==> src/design/fvzp_pkg.sv <==
package fvzp_pkg;

  // Viewport words are signed Q8.23, carried as raw 32-bit patterns
  localparam int VIEW_W  = 32;
  localparam int DELTA_W = 8;
  localparam int CFG_IDX_W = 2;

  typedef logic [VIEW_W-1:0]  view_t;
  typedef logic [DELTA_W-1:0] delta_t;

  // Configuration register map
  typedef enum logic [CFG_IDX_W-1:0] {
    CFG_STEP_REAL   = 2'd0,
    CFG_STEP_IMAG   = 2'd1,
    CFG_ORIGIN_REAL = 2'd2,
    CFG_ORIGIN_IMAG = 2'd3
  } cfg_idx_t;

  // Restore values loaded at reset
  localparam view_t RST_STEP_REAL   = 32'd39321;
  localparam view_t RST_STEP_IMAG   = 32'd34952;
  localparam view_t RST_ORIGIN_REAL = 32'hFF00_0000;
  localparam view_t RST_ORIGIN_IMAG = 32'd8388608;

endpackage

==> src/design/fractal_view_zoom_pan.sv <==
// A word accepted into the input register moves on into the result register once that is free.
// One word per cycle while the result side is not stalled; the input register and the result register form a
// two-stage pipeline, and the whole viewport update fits in the pass between them.
// Reset (synchronous, rst_n low): pipeline emptied, cursor at 0/0, viewport and
// restore defaults loaded with their reset values.
module fractal_view_zoom_pan #(
  parameter int SCREEN_WIDTH  = 640,
  parameter int SCREEN_HEIGHT = 480,
  parameter int PAN_SHIFT     = 8,
  localparam int XW = $clog2(SCREEN_WIDTH),
  localparam int YW = $clog2(SCREEN_HEIGHT)
) (
  input  logic                      clk,
  input  logic                      rst_n,

  input  logic                      cfg_we,
  input  logic [fvzp_pkg::CFG_IDX_W-1:0] cfg_index,
  input  fvzp_pkg::view_t           cfg_wdata,

  input  logic                      in_valid,
  output logic                      in_ready,
  input  logic                      in_opcode,
  input  logic                      in_left_button,
  input  logic                      in_right_button,
  input  logic                      in_middle_button,
  input  logic signed [fvzp_pkg::DELTA_W-1:0] in_delta_x,
  input  logic signed [fvzp_pkg::DELTA_W-1:0] in_delta_y,

  output logic                      out_valid,
  input  logic                      out_ready,
  output logic [XW-1:0]             out_cursor_x,
  output logic [YW-1:0]             out_cursor_y,
  output logic                      out_zoom_in_flag,
  output logic                      out_zoom_out_flag,
  output logic                      out_pan_flag,
  output logic signed [fvzp_pkg::VIEW_W-1:0] out_step_real_out,
  output logic signed [fvzp_pkg::VIEW_W-1:0] out_step_imag_out,
  output logic signed [fvzp_pkg::VIEW_W-1:0] out_origin_real_out,
  output logic signed [fvzp_pkg::VIEW_W-1:0] out_origin_imag_out
);

  import fvzp_pkg::*;

  localparam int SXW = ((XW > DELTA_W) ? XW : DELTA_W) + 2;
  localparam int SYW = ((YW > DELTA_W) ? YW : DELTA_W) + 2;
  localparam view_t HALF_W = view_t'(SCREEN_WIDTH / 2);
  localparam view_t HALF_H = view_t'(SCREEN_HEIGHT / 2);
  localparam logic [XW-1:0] X_MAX = XW'(SCREEN_WIDTH - 1);
  localparam logic [YW-1:0] Y_MAX = YW'(SCREEN_HEIGHT - 1);

  // Restore defaults
  view_t dflt_sr_r, dflt_si_r, dflt_or_r, dflt_oi_r;

  // Input stage
  logic         s1_valid_r;
  logic         s1_restore_r, s1_left_r, s1_right_r, s1_mid_r;
  logic signed [DELTA_W-1:0] s1_dx_r, s1_dy_r;
  logic         s1_adv;

  // Cursor and viewport state
  logic [XW-1:0] acc_x_r, acc_x_nxt;
  logic [YW-1:0] acc_y_r, acc_y_nxt;
  view_t step_real_r, step_imag_r, origin_real_r, origin_imag_r;
  view_t step_real_nxt, step_imag_nxt, origin_real_nxt, origin_imag_nxt;

  // Result register
  logic          out_valid_r;
  logic [XW-1:0] out_x_r;
  logic [YW-1:0] out_y_r;
  logic          out_zi_r, out_zo_r, out_pan_r;
  view_t         out_sr_r, out_si_r, out_or_r, out_oi_r;

  // Datapath
  logic signed [SXW-1:0] sum_x;
  logic signed [SYW-1:0] sum_y;
  logic [XW-1:0] clamp_x;
  logic [YW-1:0] clamp_y, yc;
  logic          left_en, right_en, mid_en;
  view_t xc32, yc32;
  view_t base_sr, base_si, base_or, base_oi;
  view_t sl_r, sl_i, sr_r, sr_i;
  view_t zi_or, zi_oi, zo_or, zo_oi;
  view_t ol_r, ol_i, orr, ori;
  view_t pan_r, pan_i;

  // Handshake: input stage moves on when the result register is free
  assign s1_adv   = s1_valid_r && (!out_valid_r || out_ready);
  assign in_ready = !s1_valid_r || s1_adv;

  // Capture restore defaults
  always_ff @(posedge clk) begin
    if (!rst_n) begin
      dflt_sr_r <= RST_STEP_REAL;
      dflt_si_r <= RST_STEP_IMAG;
      dflt_or_r <= RST_ORIGIN_REAL;
      dflt_oi_r <= RST_ORIGIN_IMAG;
    end else if (cfg_we) begin
      unique case (cfg_idx_t'(cfg_index))
        CFG_STEP_REAL:   dflt_sr_r <= cfg_wdata;
        CFG_STEP_IMAG:   dflt_si_r <= cfg_wdata;
        CFG_ORIGIN_REAL: dflt_or_r <= cfg_wdata;
        CFG_ORIGIN_IMAG: dflt_oi_r <= cfg_wdata;
        default: ;
      endcase
    end
  end

  // Input register
  always_ff @(posedge clk) begin
    if (!rst_n) begin
      s1_valid_r <= 1'b0;
    end else if (in_ready) begin
      s1_valid_r <= in_valid;
    end
  end

  always_ff @(posedge clk) begin
    if (in_valid && in_ready) begin
      s1_restore_r <= in_opcode;
      s1_left_r    <= in_left_button;
      s1_right_r   <= in_right_button;
      s1_mid_r     <= in_middle_button;
      s1_dx_r      <= in_delta_x;
      s1_dy_r      <= in_delta_y;
    end
  end

  // Move and clamp the cursor; hold it on restore
  always_comb begin
    sum_x = $signed(SXW'(acc_x_r)) + SXW'(s1_dx_r);
    sum_y = $signed(SYW'(acc_y_r)) + SYW'(s1_dy_r);
    if (sum_x < 0)                         clamp_x = '0;
    else if (sum_x > $signed(SXW'(X_MAX))) clamp_x = X_MAX;
    else                                   clamp_x = sum_x[XW-1:0];
    if (sum_y < 0)                         clamp_y = '0;
    else if (sum_y > $signed(SYW'(Y_MAX))) clamp_y = Y_MAX;
    else                                   clamp_y = sum_y[YW-1:0];
    acc_x_nxt = s1_restore_r ? acc_x_r : clamp_x;
    acc_y_nxt = s1_restore_r ? acc_y_r : clamp_y;
    yc        = Y_MAX - acc_y_nxt;
    xc32      = {{(VIEW_W-XW){1'b0}}, acc_x_nxt};
    yc32      = {{(VIEW_W-YW){1'b0}}, yc};
  end

  // Viewport update: restore, then zoom in, zoom out and edge pan in turn
  always_comb begin
    left_en  = !s1_restore_r && s1_left_r;
    right_en = !s1_restore_r && s1_right_r;
    mid_en   = !s1_restore_r && s1_mid_r;

    base_sr = s1_restore_r ? dflt_sr_r : step_real_r;
    base_si = s1_restore_r ? dflt_si_r : step_imag_r;
    base_or = s1_restore_r ? dflt_or_r : origin_real_r;
    base_oi = s1_restore_r ? dflt_oi_r : origin_imag_r;

    // Zoom in: halve steps, re-center at cursor
    sl_r  = left_en ? {base_sr[VIEW_W-1], base_sr[VIEW_W-1:1]} : base_sr;
    sl_i  = left_en ? {base_si[VIEW_W-1], base_si[VIEW_W-1:1]} : base_si;
    zi_or = base_or + xc32 * {sl_r[VIEW_W-2:0], 1'b0} - sl_r * HALF_W;
    zi_oi = base_oi - yc32 * {sl_i[VIEW_W-2:0], 1'b0} + sl_i * HALF_H;
    ol_r  = left_en ? zi_or : base_or;
    ol_i  = left_en ? zi_oi : base_oi;

    // Zoom out: double steps and move the origin
    sr_r  = right_en ? {sl_r[VIEW_W-2:0], 1'b0} : sl_r;
    sr_i  = right_en ? {sl_i[VIEW_W-2:0], 1'b0} : sl_i;
    zo_or = ol_r + xc32 * {sr_r[VIEW_W-1], sr_r[VIEW_W-1:1]} - sr_r * HALF_W;
    zo_oi = ol_i - yc32 * {sr_i[VIEW_W-1], sr_i[VIEW_W-1:1]} + sr_i * HALF_H;
    orr   = right_en ? zo_or : ol_r;
    ori   = right_en ? zo_oi : ol_i;

    // Edge pan
    pan_r = sr_r << PAN_SHIFT;
    pan_i = sr_i << PAN_SHIFT;
    origin_real_nxt = orr
                    + ((mid_en && acc_x_nxt == X_MAX) ? pan_r : '0)
                    - ((mid_en && acc_x_nxt == '0)    ? pan_r : '0);
    origin_imag_nxt = ori
                    + ((mid_en && yc == '0)    ? pan_i : '0)
                    - ((mid_en && yc == Y_MAX) ? pan_i : '0);
    step_real_nxt = sr_r;
    step_imag_nxt = sr_i;
  end

  // Advance state
  always_ff @(posedge clk) begin
    if (!rst_n) begin
      acc_x_r       <= '0;
      acc_y_r       <= '0;
      step_real_r   <= RST_STEP_REAL;
      step_imag_r   <= RST_STEP_IMAG;
      origin_real_r <= RST_ORIGIN_REAL;
      origin_imag_r <= RST_ORIGIN_IMAG;
    end else if (s1_adv) begin
      acc_x_r       <= acc_x_nxt;
      acc_y_r       <= acc_y_nxt;
      step_real_r   <= step_real_nxt;
      step_imag_r   <= step_imag_nxt;
      origin_real_r <= origin_real_nxt;
      origin_imag_r <= origin_imag_nxt;
    end
  end

  // Result register
  always_ff @(posedge clk) begin
    if (!rst_n) begin
      out_valid_r <= 1'b0;
    end else if (s1_adv) begin
      out_valid_r <= 1'b1;
    end else if (out_ready) begin
      out_valid_r <= 1'b0;
    end
  end

  always_ff @(posedge clk) begin
    if (s1_adv) begin
      out_x_r   <= acc_x_nxt;
      out_y_r   <= yc;
      out_zi_r  <= left_en;
      out_zo_r  <= right_en;
      out_pan_r <= mid_en;
      out_sr_r  <= step_real_nxt;
      out_si_r  <= step_imag_nxt;
      out_or_r  <= origin_real_nxt;
      out_oi_r  <= origin_imag_nxt;
    end
  end

  assign out_valid           = out_valid_r;
  assign out_cursor_x        = out_x_r;
  assign out_cursor_y        = out_y_r;
  assign out_zoom_in_flag    = out_zi_r;
  assign out_zoom_out_flag   = out_zo_r;
  assign out_pan_flag        = out_pan_r;
  assign out_step_real_out   = $signed(out_sr_r);
  assign out_step_imag_out   = $signed(out_si_r);
  assign out_origin_real_out = $signed(out_or_r);
  assign out_origin_imag_out = $signed(out_oi_r);

endmodule

==> config.mk <==
export PLATFORM = sky130hd
export DESIGN_NAME = fractal_view_zoom_pan
export DESIGN_NICKNAME = d
export VERILOG_FILES = /design/src/design/fvzp_pkg.sv /design/src/design/fractal_view_zoom_pan.sv
export SDC_FILE = /design/constraint.sdc
export NUM_CORES = 2
export LEC_CHECK = 0
export ABC_AREA = 1
export BUFFER_PORTS_ARGS = -buffer_cell sky130_fd_sc_hd__buf_4
export CAP_MARGIN = 0
export CORE_MARGIN = 2
export CORE_UTILIZATION = 40
export CTS_BUF_LIST = sky130_fd_sc_hd__clkbuf_4 sky130_fd_sc_hd__clkbuf_8
export DETAILED_ROUTE_END_ITERATION = 12
export SYNTH_ARGS = -nofsm -noshare
export SYNTH_HDL_FRONTEND = slang
export SYNTH_SLANG_ARGS = --single-unit
==> constraint.sdc <==
create_clock -name clk -period 23.7 [get_ports clk]
set_clock_uncertainty 0.1 [all_clocks]
set_input_delay 4.74 -clock clk [delete_from_list [all_inputs] [get_ports clk]]
set_output_delay 4.74 -clock clk [all_outputs]
set_load 0.02 [all_outputs]
==> summary.md <==
| Metric | Value |
|---|---|
| Fin crit share | `a little over two thirds` |
| Critical path arrival | `around 17 ns` |
| Mapped Area | `66070 um2` |
| CP Max Fanout | `55` |
| Critical Path Slowest Stage Cell | `inv_2` |
| Worst hold margin | `0.3572 ns` |
| Final setup viols | `0` |
| Syn_area_per_cell | `8.052 um2` |
| Fillers | `roughly 17000` |
| Final ANT Viol Nets | `0` |
| Nets | `~10000` |
| Setup Buffers After CTS | `0` |
| Via/cell ratio | `5.364` |
| Largest net degree at the start of global routing | `163` |
| Slew HR | `between 10% and 20%` |
| Cell variety after synth | `between 70 and 80` |
| Clock-pin slew on the worst setup and hold paths | `about 0.06 ns` |
| Worst slew pin tran | `roughly 1.3 ns` |
| CTS Root Buffer Type | `clkbuf_8` |
| Ys async rst share | `0%` |
| Yosys reg bits | `around 450` |
| Crit-path max cell delay | `0.69 ns` |
| DR DRC count | `0` |
| Final setup TNS | `0 ns` |
| Synth warn | `0` |
| Clk sinks | `roughly 450` |
| Gr ovfl total | `0` |
| H-tree depth | `3` |
| Initial antenna violation count | `11` |
| Std cell rows | `149` |
| Overall routing resource usage | `approximately 29%` |
| Vias in the first global route | `58781` |
| Hold violation count in the final report | `0` |
| Synthesis-to-finish area growth | `9.744%` |
| Num CTS Buffers | `95` |
| CTS Buffer Depth | `3` |
| Die span in x | `410.4 um` |
| I/O Pins | `211` |
| EDFF count, synth | `170` |
| Worst Path Required | `around 24 ns` |
| CORE AREA | `about 160000 um2` |
| Drt total wl | `239500 um` |
| Initial DRC count | `~4600` |
| Die Ht | `a little over 400 um` |
| Commonest non-fill, non-tap cell in the layout | `inv_1` |
| Worst-Skew Late Latency | `0.89 ns` |
| TritonCTS clock tree | `built` |
| DIE AREA | `roughly 170000 um2` |
| Vias | `57106` |
| Top_reg_cell synth | `dfxtp_1` |
| Share of cells above drive strength 1 | `around 7.6%` |
| Commonest cells after routing, fill and taps aside | `inv_1 (1505), nand2_1 (1405), fa_1 (1055)` |
| CP endpoint kind | `flop` |
| RSZ-0062 raised after global routing | `false` |
| Minimum clock period | `approximately 17 ns` |
| Worst setup SP type | `flop` |
| Drt wl/cell | `22.50 um` |
| WS Path Type | `reg -> reg` |
| Final Wtd Congestion | `0.9590` |
| First-pass GRT wire length | `roughly 360000 um` |
| Status | `completed` |
| HPWL after DPL | `about 190000 um` |
| Register area share after synthesis | `between 10% and 20%` |
| Synth Instances | `8205` |
| Initial Utilization | `approximately two fifths` |
| Hold-fix buffers, CTS | `0` |
| Input/output buffers | `210` |
| DRT Pass-1 Iters | `6` |
| F_max | `60.02 MHz` |
| Mapped Nets | `approximately 9800` |
| Post-CTS resize count | `0` |
| Most frequent cell on the critical path | `inv_1` |
| Max_cap viols | `0` |
| Min-delay worst type | `reg -> reg` |
| Fin. max-slew vios | `0` |
## critical path: cells and delay by family (launching register included)
family	cells	cell delay, ns
adder cells (fa/ha/maj)	15	6.79
AO/OA/AOI/OAI	14	3.72
buffers and inverters	15	2.52
AND/OR/NAND/NOR	12	1.72
XOR/XNOR	4	0.97
flip-flops	1	0.40
## cell families (layout without fill, tap and decap cells)
group                      Yosys count  count (layout)  synth area share [%]
AOI/OAI and AO/OA                 1335            1335                 11.37
xor gates and xnor gates           334             334                 4.494
DFF                                447             447                 16.12
and+or+nand+nor                   2729            2729                 16.48
adders and majority gates         1522            1522                 40.81
muxes                               17              17                0.2576
buffers and inverters             1821            2069                 10.46
other                                0               5                     0
## worst paths after layout
check | startpoint | to | slack (ns) | cells past startpoint
min reg2reg | dflt_oi_r[5] | dflt_oi_r[5] | 0.36 | 2
max reg2reg | s1_restore_r | out_origin_real_out[29] | 7.04 | 60
max | s1_restore_r | out_origin_real_out[29] | 7.04 | 60
min | dflt_oi_r[5] | dflt_oi_r[5] | 0.36 | 2
## synthesized netlist by cell type, types with 19 or more instances
cell,number,share of area [%]
a21oi_1,498,3.8
buf_1,55,0.31
clkbuf_1,196,1.1
dfxtp_1,277,8.4
edfxtp_1,170,7.7
fa_1,1055,32
ha_1,467,8.8
inv_1,1509,8.6
inv_2,19,0.11
nand2_1,1411,8.0
nand3_1,203,1.5
nand4_1,36,0.34
nor2_1,988,5.6
nor3_1,30,0.23
o211ai_1,57,0.65
o21a_1,22,0.25
o21ai_0,455,3.4
o21ai_1,112,0.85
o21ai_2,19,0.25
o21bai_1,23,0.26
o22ai_1,44,0.42
xnor2_1,125,1.7
xor2_1,205,2.7
## per-stage QoR
stage                     setup WS (ns)  area, um2  std cells  util, %
after floorplan                   9.943      66070       8205        -
after global placement            7.336      70400      10466    42.82
after detailed placement          7.259      70400      10466    42.82
after CTS                         7.222      72490      10642    44.09
after global routing              6.062      72500      10643    44.09
final                             7.040      72510      10647    44.10
## cell type report
type,count,area [um2],share of cell area [%]
Multi-Input combinational cell,5937,48550,66.96
Timing Repair Buffer,349,2649,3.653
Clock inverter,46,421.7,0.5815
Tap cell,2189,2739,3.777
Antenna cell,5,12.51,0.01726
Sequential cell,447,10650,14.69
Clock buffer,130,1670,2.304
Inverter,1544,5814,8.019
## metal layers
layer	global-route usage [%]	vias up	share of wire [%]
li1	-	25895	-
met3	5.146	553	7.9
met4	15.29	10	5.9
met5	0	-	0.032
met1	35.56	28382	39
met2	47.06	2266	47
Power is not shown: default switching activity piles up to over one toggle a cycle in this logic, so the estimate is an artifact.
